File: src/rtl/rtfl_pkg.sv
// Shared constants for the region table fault lookup and insert unit.
// Port field widths and status codes; no dependencies.
`timescale 1ns / 1ps

package rtfl_pkg;

    // Widths of the fixed port fields
    localparam int FIELD_W  = 32;
    localparam int SLOT_W   = 4;
    localparam int STATUS_W = 2;

    typedef logic [STATUS_W-1:0] status_t;

    // Status codes returned with each result
    localparam status_t ST_OK     = 2'd0;
    localparam status_t ST_FULL   = 2'd1;
    localparam status_t ST_BEYOND = 2'd2;

endpackage

File: src/rtl/region_table_fault_lookup_insert_unit.sv
// Region table fault lookup and insert unit: sorted region table in one
// synchronous memory, scanned per fault and shifted on insertion.
// Depends on rtfl_pkg.
//
// Sequence after an input transfer: a hit at sorted position p is found by reading
// entries 0 to p; a miss below region p that answers an error goes on to S_DECIDE;
// a miss below region p that inserts first shifts the n - p regions above it; a
// miss above all n stored regions reads all n, then inserts or answers an error.
// One fault is in work at a time; the next is taken while a finished result
// waits in the output register.
// Reset empties the table (count to zero) and sets dataspace_size to all ones.
`timescale 1ns / 1ps

module region_table_fault_lookup_insert_unit #(
    parameter int MAX_REGIONS = 16,
    parameter int OFFSET_BITS = 32
) (
    input  logic                                  clk,
    input  logic                                  rst_n,
    // Configuration write channel
    input  logic                                  cfg_valid,
    output logic                                  cfg_ready,
    input  logic [rtfl_pkg::FIELD_W-1:0]          cfg_data,
    // Fault input channel
    input  logic                                  in_valid,
    output logic                                  in_ready,
    input  logic [rtfl_pkg::FIELD_W-1:0]          fault_offset,
    // Result output channel
    output logic                                  out_valid,
    input  logic                                  out_ready,
    output logic [rtfl_pkg::FIELD_W-1:0]          region_start,
    output logic [rtfl_pkg::FIELD_W-1:0]          region_length,
    output logic [rtfl_pkg::SLOT_W-1:0]           slot,
    output logic                                  created,
    output logic [rtfl_pkg::STATUS_W-1:0]         status
);

    localparam int OB    = OFFSET_BITS;
    localparam int IDX_W = (MAX_REGIONS > 1) ? $clog2(MAX_REGIONS) : 1;
    localparam int CNT_W = $clog2(MAX_REGIONS + 1);
    localparam int FW    = rtfl_pkg::FIELD_W;

    localparam logic [2:0] S_IDLE   = 3'd0;
    localparam logic [2:0] S_SCAN   = 3'd1;
    localparam logic [2:0] S_DECIDE = 3'd2;
    localparam logic [2:0] S_SHIFT  = 3'd3;
    localparam logic [2:0] S_INSERT = 3'd4;
    localparam logic [2:0] S_DONE   = 3'd5;

    localparam logic [CNT_W-1:0] CNT_FULL = CNT_W'(MAX_REGIONS);

    typedef logic [2*OB-1:0] entry_t;

    // Region memory: {start, length} per sorted position
    entry_t                mem [MAX_REGIONS];
    entry_t                rd_data_reg;
    logic                  mem_re;
    logic [IDX_W-1:0]      mem_ra;
    logic                  mem_we;
    logic [IDX_W-1:0]      mem_wa;
    entry_t                mem_wd;

    logic [2:0]            state_reg, state_next;
    logic [OB-1:0]         size_reg;
    logic [CNT_W-1:0]      count_reg, count_next;
    logic [CNT_W-1:0]      idx_reg, idx_next;
    logic [CNT_W-1:0]      sh_reg, sh_next;
    logic [OB-1:0]         off_reg, off_next;
    logic [OB:0]           prev_end_reg, prev_end_next;
    logic [OB-1:0]         next_start_reg, next_start_next;
    logic                  next_hit_reg, next_hit_next;

    logic [OB-1:0]         res_start_reg, res_start_next;
    logic [OB-1:0]         res_len_reg, res_len_next;
    logic [IDX_W-1:0]      res_slot_reg, res_slot_next;
    logic                  res_created_reg, res_created_next;
    rtfl_pkg::status_t     res_status_reg, res_status_next;

    logic                  out_valid_reg;
    logic [FW-1:0]         out_start_reg;
    logic [FW-1:0]         out_len_reg;
    logic [rtfl_pkg::SLOT_W-1:0] out_slot_reg;
    logic                  out_created_reg;
    rtfl_pkg::status_t     out_status_reg;

    logic                  out_load;
    logic [63:0]           off_wide;
    logic [63:0]           cfg_wide;
    logic [63:0]           start_wide;
    logic [63:0]           len_wide;
    logic [IDX_W+3:0]      slot_wide;
    logic [OB-1:0]         rd_start;
    logic [OB-1:0]         rd_len;
    logic [OB:0]           rd_end;
    logic [CNT_W-1:0]      idx_inc;
    logic [CNT_W-1:0]      sh_dec;
    logic [OB-1:0]         gap_hi;

    // Port width adaption between the 32-bit fields and the offset width
    always_comb
    begin
        off_wide               = '0;
        off_wide[FW-1:0]       = fault_offset;
        cfg_wide               = '0;
        cfg_wide[FW-1:0]       = cfg_data;
        start_wide             = '0;
        start_wide[OB-1:0]     = res_start_reg;
        len_wide               = '0;
        len_wide[OB-1:0]       = res_len_reg;
        slot_wide              = '0;
        slot_wide[IDX_W-1:0]   = res_slot_reg;
    end

    // Split the registered read data and form the region end
    assign rd_start = rd_data_reg[2*OB-1:OB];
    assign rd_len   = rd_data_reg[OB-1:0];
    assign rd_end   = {1'b0, rd_start} + {1'b0, rd_len};
    assign idx_inc  = idx_reg + 1'b1;
    assign sh_dec   = sh_reg - 1'b1;
    assign gap_hi   = next_hit_reg ? next_start_reg : size_reg;

    assign out_load  = (state_reg == S_DONE) && (!out_valid_reg || out_ready);
    assign in_ready  = (state_reg == S_IDLE);
    assign cfg_ready = 1'b1;

    // Sequencer: scan, decide, shift and insert
    always_comb
    begin
        state_next       = state_reg;
        count_next       = count_reg;
        idx_next         = idx_reg;
        sh_next          = sh_reg;
        off_next         = off_reg;
        prev_end_next    = prev_end_reg;
        next_start_next  = next_start_reg;
        next_hit_next    = next_hit_reg;
        res_start_next   = res_start_reg;
        res_len_next     = res_len_reg;
        res_slot_next    = res_slot_reg;
        res_created_next = res_created_reg;
        res_status_next  = res_status_reg;
        mem_re           = 1'b0;
        mem_ra           = '0;
        mem_we           = 1'b0;
        mem_wa           = '0;
        mem_wd           = {res_start_reg, res_len_reg};

        unique case (state_reg)
            S_IDLE:
            begin
                if (in_valid)
                begin
                    off_next      = off_wide[OB-1:0];
                    idx_next      = '0;
                    prev_end_next = '0;
                    next_hit_next = 1'b0;
                    if (count_reg == '0)
                    begin
                        state_next = S_DECIDE;
                    end
                    else
                    begin
                        mem_re     = 1'b1;
                        mem_ra     = '0;
                        state_next = S_SCAN;
                    end
                end
            end

            S_SCAN:
            begin
                if (rd_end <= {1'b0, off_reg})
                begin
                    // Region ends at or below the offset: step past it
                    prev_end_next = rd_end;
                    idx_next      = idx_inc;
                    if (idx_inc == count_reg)
                    begin
                        state_next = S_DECIDE;
                    end
                    else
                    begin
                        mem_re = 1'b1;
                        mem_ra = idx_inc[IDX_W-1:0];
                    end
                end
                else if (off_reg >= rd_start)
                begin
                    // Hit: return the stored region
                    res_start_next   = rd_start;
                    res_len_next     = rd_len;
                    res_slot_next    = idx_reg[IDX_W-1:0];
                    res_created_next = 1'b0;
                    res_status_next  = rtfl_pkg::ST_OK;
                    state_next       = S_DONE;
                end
                else
                begin
                    // Offset lies in the gap below this region
                    next_start_next = rd_start;
                    next_hit_next   = 1'b1;
                    state_next      = S_DECIDE;
                end
            end

            S_DECIDE:
            begin
                if (off_reg >= size_reg)
                begin
                    res_start_next   = '0;
                    res_len_next     = '0;
                    res_slot_next    = '0;
                    res_created_next = 1'b0;
                    res_status_next  = rtfl_pkg::ST_BEYOND;
                    state_next       = S_DONE;
                end
                else if (count_reg == CNT_FULL)
                begin
                    res_start_next   = '0;
                    res_len_next     = '0;
                    res_slot_next    = '0;
                    res_created_next = 1'b0;
                    res_status_next  = rtfl_pkg::ST_FULL;
                    state_next       = S_DONE;
                end
                else
                begin
                    // New region fills the whole gap
                    res_start_next   = prev_end_reg[OB-1:0];
                    res_len_next     = gap_hi - prev_end_reg[OB-1:0];
                    res_slot_next    = idx_reg[IDX_W-1:0];
                    res_created_next = 1'b1;
                    res_status_next  = rtfl_pkg::ST_OK;
                    if (count_reg == idx_reg)
                    begin
                        mem_we     = 1'b1;
                        mem_wa     = idx_reg[IDX_W-1:0];
                        mem_wd     = {prev_end_reg[OB-1:0], gap_hi - prev_end_reg[OB-1:0]};
                        count_next = count_reg + 1'b1;
                        state_next = S_DONE;
                    end
                    else
                    begin
                        // Start the shift from the top entry down
                        mem_re     = 1'b1;
                        mem_ra     = IDX_W'(count_reg - 1'b1);
                        sh_next    = count_reg;
                        state_next = S_SHIFT;
                    end
                end
            end

            S_SHIFT:
            begin
                // Move entry sh-1 up to sh, read the next one below
                mem_we = 1'b1;
                mem_wa = sh_reg[IDX_W-1:0];
                mem_wd = rd_data_reg;
                if (sh_dec == idx_reg)
                begin
                    state_next = S_INSERT;
                end
                else
                begin
                    mem_re  = 1'b1;
                    mem_ra  = IDX_W'(sh_dec - 1'b1);
                    sh_next = sh_dec;
                end
            end

            S_INSERT:
            begin
                mem_we     = 1'b1;
                mem_wa     = idx_reg[IDX_W-1:0];
                mem_wd     = {res_start_reg, res_len_reg};
                count_next = count_reg + 1'b1;
                state_next = S_DONE;
            end

            S_DONE:
            begin
                if (out_load)
                begin
                    state_next = S_IDLE;
                end
            end

            default:
            begin
                state_next = S_IDLE;
            end
        endcase
    end

    // Region memory, one write and one registered read per cycle
    always_ff @(posedge clk)
    begin
        if (mem_we)
        begin
            mem[mem_wa] <= mem_wd;
        end
        if (mem_re)
        begin
            rd_data_reg <= mem[mem_ra];
        end
    end

    // Reset value of the size register: 32 ones, cut to the offset width
    function automatic logic [OB-1:0] cfg_wide_reset();
        logic [63:0] ones;
        ones        = '0;
        ones[FW-1:0] = '1;
        return ones[OB-1:0];
    endfunction

    // Control state
    always_ff @(posedge clk or negedge rst_n)
    begin
        if (!rst_n)
        begin
            state_reg     <= S_IDLE;
            count_reg     <= '0;
            size_reg      <= cfg_wide_reset();
            out_valid_reg <= 1'b0;
        end
        else
        begin
            state_reg <= state_next;
            count_reg <= count_next;
            if (cfg_valid)
            begin
                size_reg <= cfg_wide[OB-1:0];
            end
            // Hold the result until the transfer, then drop valid
            if (out_load)
            begin
                out_valid_reg <= 1'b1;
            end
            else if (out_ready)
            begin
                out_valid_reg <= 1'b0;
            end
        end
    end

    // Work and result payload
    always_ff @(posedge clk)
    begin
        idx_reg         <= idx_next;
        sh_reg          <= sh_next;
        off_reg         <= off_next;
        prev_end_reg    <= prev_end_next;
        next_start_reg  <= next_start_next;
        next_hit_reg    <= next_hit_next;
        res_start_reg   <= res_start_next;
        res_len_reg     <= res_len_next;
        res_slot_reg    <= res_slot_next;
        res_created_reg <= res_created_next;
        res_status_reg  <= res_status_next;
        if (out_load)
        begin
            out_start_reg   <= start_wide[FW-1:0];
            out_len_reg     <= len_wide[FW-1:0];
            out_slot_reg    <= slot_wide[rtfl_pkg::SLOT_W-1:0];
            out_created_reg <= res_created_reg;
            out_status_reg  <= res_status_reg;
        end
    end

    assign out_valid     = out_valid_reg;
    assign region_start  = out_start_reg;
    assign region_length = out_len_reg;
    assign slot          = out_slot_reg;
    assign created       = out_created_reg;
    assign status        = out_status_reg;

endmodule

File: config.mk
export PLATFORM = sky130hd
export DESIGN_NAME = region_table_fault_lookup_insert_unit
export DESIGN_NICKNAME = d
export VERILOG_FILES = /design/src/rtl/rtfl_pkg.sv /design/src/rtl/region_table_fault_lookup_insert_unit.sv
export SDC_FILE = /design/constraint.sdc
export NUM_CORES = 2
export LEC_CHECK = 0
export BUFFER_PORTS_ARGS = -buffer_cell sky130_fd_sc_hd__clkbuf_2
export CORE_MARGIN = 3
export CORE_UTILIZATION = 30
export CTS_CLUSTER_DIAMETER = 40
export CTS_CLUSTER_SIZE = 12
export DETAILED_ROUTE_END_ITERATION = 10
export SYNTH_ARGS = -nofsm -noshare
export SYNTH_HDL_FRONTEND = slang
export SYNTH_SLANG_ARGS = --single-unit
File: constraint.sdc
create_clock -name clk -period 13.6 [get_ports clk]
set_input_delay 0 -clock clk [delete_from_list [all_inputs] [get_ports clk]]
set_output_delay 0 -clock clk [all_outputs]
set_load 0.05 [all_outputs]
# Word level (Yosys, flattened, before mapping)
# Memory sizes are Yosys's and may differ from the RTL's. A register that Yosys moved wholly into a read port is not among the register bits.
# Index checks and enable logic that the tools add are counted.
# op_classes
n_reduce_logical	19
eq_ne	22
n_bitwise	2
order_cmp	3
muxes	88
addsub	7
# op_table
op	count
$mux 32	11
$mux 64	3
$pmux 32 s2	3
$pmux 64 s2	1
$ge 32x32->1	2
$mux 4	13
$mux 5	9
$add 32x32->33	1
$le 33x32->1	1
$sub 32x32->32	1
$pmux 5 s2	3
$mux 3	9
$ne 2x2->1 const B	12
$pmux 4 s3	2
$mux 1	23
$pmux 3 s6	1
$eq 5x5->1	3
$reduce_and 4->1	3
$add 5x1->5 const B	2
$reduce_bool 2->1	5
$reduce_and 3->1	3
$mux 2	4
$pmux 4 s2	1
$sub 4x1->4 const B	2
other kinds (18)	23
# totals
inputBits	69
word_cells	162
ff_bits	290
mem_bits_rw	1024
n_memories	1
output_inout_bits	74
# memory_table
name	words	width	read_ports	rd_clocked_by_memory_dff	wr	line	rtl
mem	16	64	1	1	1	region_table_fault_lookup_insert_unit.sv:55	entry_t mem [MAX_REGIONS];

# Depth between registers and ports, before layout
# logic_depth
ltp_word	7
mapped_depth	26

# Worst setup path after synthesis
# OpenSTA, ideal clock, no wires.
# synth_path
kind	reg2reg
from	reg rd_data_reg[32] (read register of mem)
to	reg idx_reg[0], enable pin
slack_ns	6.680
setup_time_ns	0.483
period_less_slack_ns	6.920
arrival_ns	6.437
path_stages_with_launch	20
path_buffers	0
t_required_ns	13.117
path_cell_list	edfxtp_1 ha_1 fa_1 a211oi_1 or3_1 a21o_1 nand4_1 nand2_1 o31a_1 o221ai_1 or2_2 xor2_1 ha_1 a21o_1 a21o_1 a21oi_1 o221ai_1 nor4_1 o211ai_2 o21ai_0
# synth_between
elab_chain_cells	4
# synth_lines
element	line	rtl
from (decl)	region_table_fault_lookup_insert_unit.sv:56	entry_t rd_data_reg;
$add 32x32->33	region_table_fault_lookup_insert_unit.sv:117	assign rd_end = {1'b0, rd_start} + {1'b0, rd_len};
named net rd_end[26]	region_table_fault_lookup_insert_unit.sv:94	logic [OB:0] rd_end;
$le 33x32->1	region_table_fault_lookup_insert_unit.sv:172	if (rd_end <= {1'b0, off_reg})
$ne 2x2->1 (no line)	--	
$reduce_and 3->1 (no line)	--	
to (signal assigned)	region_table_fault_lookup_insert_unit.sv:349	idx_reg <= idx_next;
to (decl)	region_table_fault_lookup_insert_unit.sv:66	logic [CNT_W-1:0] idx_reg, idx_next;
# The timed path passes the listed nets, and every way through them passes these cells.
# A chain may end at the register's enable or synchronous reset.

# Worst setup path in the final report
# layout_path
from	reg rd_data_reg[33] (read register of mem)
to	reg rd_data_reg[17] (read register of mem) (data pin)
# layout_between
elab_chain_cells	4
elab_cells_between_ends	6
classes_between	add/sub: 1; order compare: 1; mux: 4
# layout_lines
element	line	rtl
$add 32x32->33 (*)	region_table_fault_lookup_insert_unit.sv:117	
named net rd_end[25]	region_table_fault_lookup_insert_unit.sv:94	
$le 33x32->1 (*)	region_table_fault_lookup_insert_unit.sv:172	
$mux 1 or $mux 4 (tied branches)	region_table_fault_lookup_insert_unit.sv:172	
$pmux 1 s4 or $pmux 4 s3 (tied branches)	region_table_fault_lookup_insert_unit.sv:148	unique case (state_reg)
# Mark *: on every way through the listed nets, which the timed path passes. The rest lies on a longest branch.

==> impl_metrics.yaml <==
final_layout:
  post_route_cells_drive_above_1_share_pct: 14.4
  final_net_count: 4711
  largest_reg_flops: 1024
  syn2layout_area_growth_pct: 22.0
  stdcell_count: 7186
yosys:
  synth-seq-area-share_pct: 70.3
  synthesis.nets: 4314
  synth_flop_cell: "sky130_fd_sc_hd__edfxtp_1"
  netlist-cell-type-count: 76
  synthArstFlopShare_pct: 2.98
  post_synth_inst_count: 4078
  synth_edf_count: 1337
  netlist_area_sq_um: 58600
  avgSynthCellArea_sq_um: 14.4
  synthesis.yosys.warnings: 0
  synth-seq-cells: 1378
floorplanning:
  num_io_pins: 143
  core-area_sq_um: 193000
  floorplan.die.width_microns: 448
  die_height_microns: 448
  floorplan.initialDensity_pct: 30.3
  placement_rows: 161
  floorplan.die_area_sq_um: 201000
sta:
  rsz0062_at_grt: "false"
  maxSlewHeadroom_pct: 11.6
  timing_hold_violations_final: 0
  slew_violations: 0
  clock.fmax_mhz: 112
  finalCriticalPeriod_ps: 8910
  clock_skew_ps: 50.7
  worst-slew-pin-transition_ps: 1320
  finalCritPeriodShare_pct: 65.5
  setup_violations: 0
  final.setup.tns_ps: 0
global_routing:
  antenna_found_initial: 4
  gr_usage_total_pct: 18.6
  number_of_global_route_vias_before_repair: 37515
  overflow_after_grt: 0
  grt_max_degree: 173
  first_pass_grt_wire_length_mm: 270
job:
  cap_violations: 0
placement:
  port_buffers: 141
  detailedPlacementHpwl_mm: 111
  gp_congestion: 0.924
  placed_cells_incl_taps: 6608
worst_hold_path:
  hold_path.class: "input port to flop"
clock_tree:
  clk_latency_worst_skew_pair_ps: 840
  root_buffer: "sky130_fd_sc_hd__clkbuf_16"
  h-tree-depth: 4
  clock-sinks: 1378
  clock_tree_buf_depth: 3
  tritoncts.num_buffers: 209
  cts_tree: "yes"
  clk_transition_reported_paths_ps: 60
worst_setup_path:
  timing.critical_path.fanout_max: 172
  timing.critical_path.required_ps: 14200
  data_arrival_time_at_the_worst_slack_endpoint_ps: 9510
  critPathLaunchType: "flop"
  criticalPathCategory: "flop to flop"
  worst_path_largest_cell_delay_ps: 820
  cp_common_cell: "sky130_fd_sc_hd__a21o_1"
  worst_setup_path_end_kind: "flop"
  cp_cell_sequence: "ha_1 -> a211oi_1 -> o21ai_0 -> a21oi_1 -> o21ai_0 -> o31ai_1 -> o31ai_1 -> a21o_1 -> a211oi_1 -> nor2_1 -> ha_1 -> a21o_1 -> a21o_1 -> a21oi_1 -> o221ai_1 -> nor4_1 -> o211ai_2 -> a311oi_4 -> a221o_4 -> buf_12 -> buf_4 -> mux2i_1 -> a32oi_1 -> and4_1"
  timing.critical_path.slowest_stage_cell: "sky130_fd_sc_hd__buf_4"
drt:
  drt_first_pass_iters: 6
  drc: 0
  num_vias: 38907
  wirelength_mm: 192
  wire_per_inst_microns: 26.7
  detail_route.vias_per_cell: 5.41
  detailedRoute.firstIterationViolations: 4361
  ant_nets: 0
run_status:
  status: "finished clean"
[repair_timing]
action | 4_1_cts | 5_1_grt
hold endpoints to repair | 124 | 0
hold buffers | 182 | 0
resized for setup | 0 | 0
setup buffers | 0 | 0
[placed cells by master, fill, tap and decap left out, drive strengths merged, types with 7 or more instances in the layout]
master       count
nor2            73
a21oi          139
nand3           22
nand4           22
and3             7
clkbuf         369
nand2          652
xor2            35
nor3            34
and4            67
bufinv          27
diode            9
o21a            12
inv            201
mux2i          258
and2            32
a21o            46
a31oi           11
dfrtp            9
dfstp           32
ha             165
a32oi          257
xnor2           51
o21bai          13
nor2b           13
a211oi          11
or3              7
clkinv          55
edfxtp        1337
clkinvlp        28
o22ai          149
a22o            31
nand2b           8
buf             90
dlygate4sd3    182
o21ai          130
[metal layers]
layer	GRT usage, %	part of all wire (%)	vias up
li1	-	-	16669
met1	24.5	40	19795
met2	29.7	47	2045
met3	3.46	8.7	396
met4	8.59	4.6	2
met5	0	0.0068	-
[cells in the mapped netlist, types with 5 or more instances]
cell / instances / area (sq um)
sky130_fd_sc_hd__edfxtp_1: 1337 / 40100
sky130_fd_sc_hd__dfstp_2: 32 / 841
sky130_fd_sc_hd__dfrtp_1: 9 / 225
sky130_fd_sc_hd__a31oi_1: 11 / 68.8
sky130_fd_sc_hd__a21oi_1: 138 / 691
sky130_fd_sc_hd__a21o_1: 46 / 345
sky130_fd_sc_hd__nand2b_1: 8 / 50.1
sky130_fd_sc_hd__nor2b_1: 13 / 81.3
sky130_fd_sc_hd__clkbuf_1: 107 / 402
sky130_fd_sc_hd__and4_1: 67 / 587
sky130_fd_sc_hd__nor2_1: 73 / 274
sky130_fd_sc_hd__nand3_1: 22 / 110
sky130_fd_sc_hd__inv_1: 152 / 571
sky130_fd_sc_hd__o21ai_0: 128 / 641
sky130_fd_sc_hd__nor4_1: 5 / 31.3
sky130_fd_sc_hd__nand2_1: 652 / 2450
sky130_fd_sc_hd__nand4_1: 22 / 138
sky130_fd_sc_hd__a211oi_1: 11 / 82.6
sky130_fd_sc_hd__xnor2_1: 51 / 447
sky130_fd_sc_hd__buf_2: 84 / 420
sky130_fd_sc_hd__or3_1: 7 / 43.8
sky130_fd_sc_hd__buf_6: 9 / 101
sky130_fd_sc_hd__and3_1: 7 / 43.8
sky130_fd_sc_hd__o21bai_1: 13 / 97.6
sky130_fd_sc_hd__a22o_1: 31 / 272
sky130_fd_sc_hd__o22ai_1: 149 / 932
sky130_fd_sc_hd__buf_1: 5 / 18.8
sky130_fd_sc_hd__buf_4: 21 / 158
sky130_fd_sc_hd__and2_1: 32 / 200
sky130_fd_sc_hd__or2_2: 6 / 37.5
sky130_fd_sc_hd__xor2_1: 35 / 307
sky130_fd_sc_hd__a32oi_1: 257 / 2250
sky130_fd_sc_hd__mux2i_1: 258 / 2580
sky130_fd_sc_hd__ha_1: 165 / 2060
sky130_fd_sc_hd__o21a_1: 12 / 90.1
sky130_fd_sc_hd__nor3_1: 33 / 165
[final timing paths]
| check | slack (ps) | to | cells past startpoint | startpoint |
|---|---|---|---|---|
| worst max-delay path | 4690 | rd_data_reg[17]$_DFFE_PP_ | 24 | rd_data_reg[33]$_DFFE_PP_ |
| worst min-delay path | 30 | off_reg[0]$_DFFE_PP_ | 2 | fault_offset[0] |
| worst max register to register | 4690 | rd_data_reg[17]$_DFFE_PP_ | 24 | rd_data_reg[33]$_DFFE_PP_ |
| worst min register to register | 420 | status[1]$_DFFE_PP_ | 0 | res_status_reg[1]$_SDFFCE_PN0P_ |
| max in group asynchronous | 12620 | state_reg[1]$_DFFE_PN0P_ | 4 | rst_n |
| min in group asynchronous | 380 | out_valid$_DFFE_PN0P_ | 4 | rst_n |
[cells by family (layout without fill, tap and decap cells)]
| group | after synthesis | after routing | share of synthesized area [%] |
|---|---|---|---|
| other | 1 | 10 | 0.00640 |
| muxes | 259 | 259 | 4.42 |
| xor gates and xnor gates | 86 | 86 | 1.28 |
| adders and majority gates | 167 | 167 | 3.59 |
| and+or+nand+nor | 960 | 960 | 7.38 |
| DFF | 1378 | 1378 | 70.3 |
| buffers and inverters | 379 | 952 | 2.86 |
| AOI/OAI and AO/OA | 848 | 848 | 10.2 |
[final cells by class]
class                   count  area (sq um)
clock buffers             229          5350
multi-input cells        2321         16000
inverters                 153           574
well taps                2526          3160
diodes                      9          22.5
clock inverters           158          1950
fillers                 18141        122000
flip-flops and latches   1378         41200
repair buffers            412          3220
[critical path, delay by kind of cell (launching register included)]
kind / cells / cell delay [ps]
fa+ha+maj: 2 / 520
compound gates: 16 / 4960
flops: 1 / 470
simple gates: 3 / 700
mux: 1 / 270
buf+inv: 2 / 1520
[per-stage QoR]
| stage | utilization [%] | setup slack (ps) | hold WS (ps) | area [sq um] |
|---|---|---|---|---|
| floorplan | - | 6680 | -296 | 58600 |
| global placement | 32.2 | 4940 | 148 | 62400 |
| detailed placement | 32.2 | 4900 | 179 | 62400 |
| CTS | 37.0 | 4880 | 10.0 | 71500 |
| global route | 37.0 | 4090 | 25.3 | 71500 |
| finish | 37.0 | 4690 | 30.3 | 71500 |
Power is not shown: default switching activity piles up to over one toggle a cycle in this logic, so the estimate is an artifact.
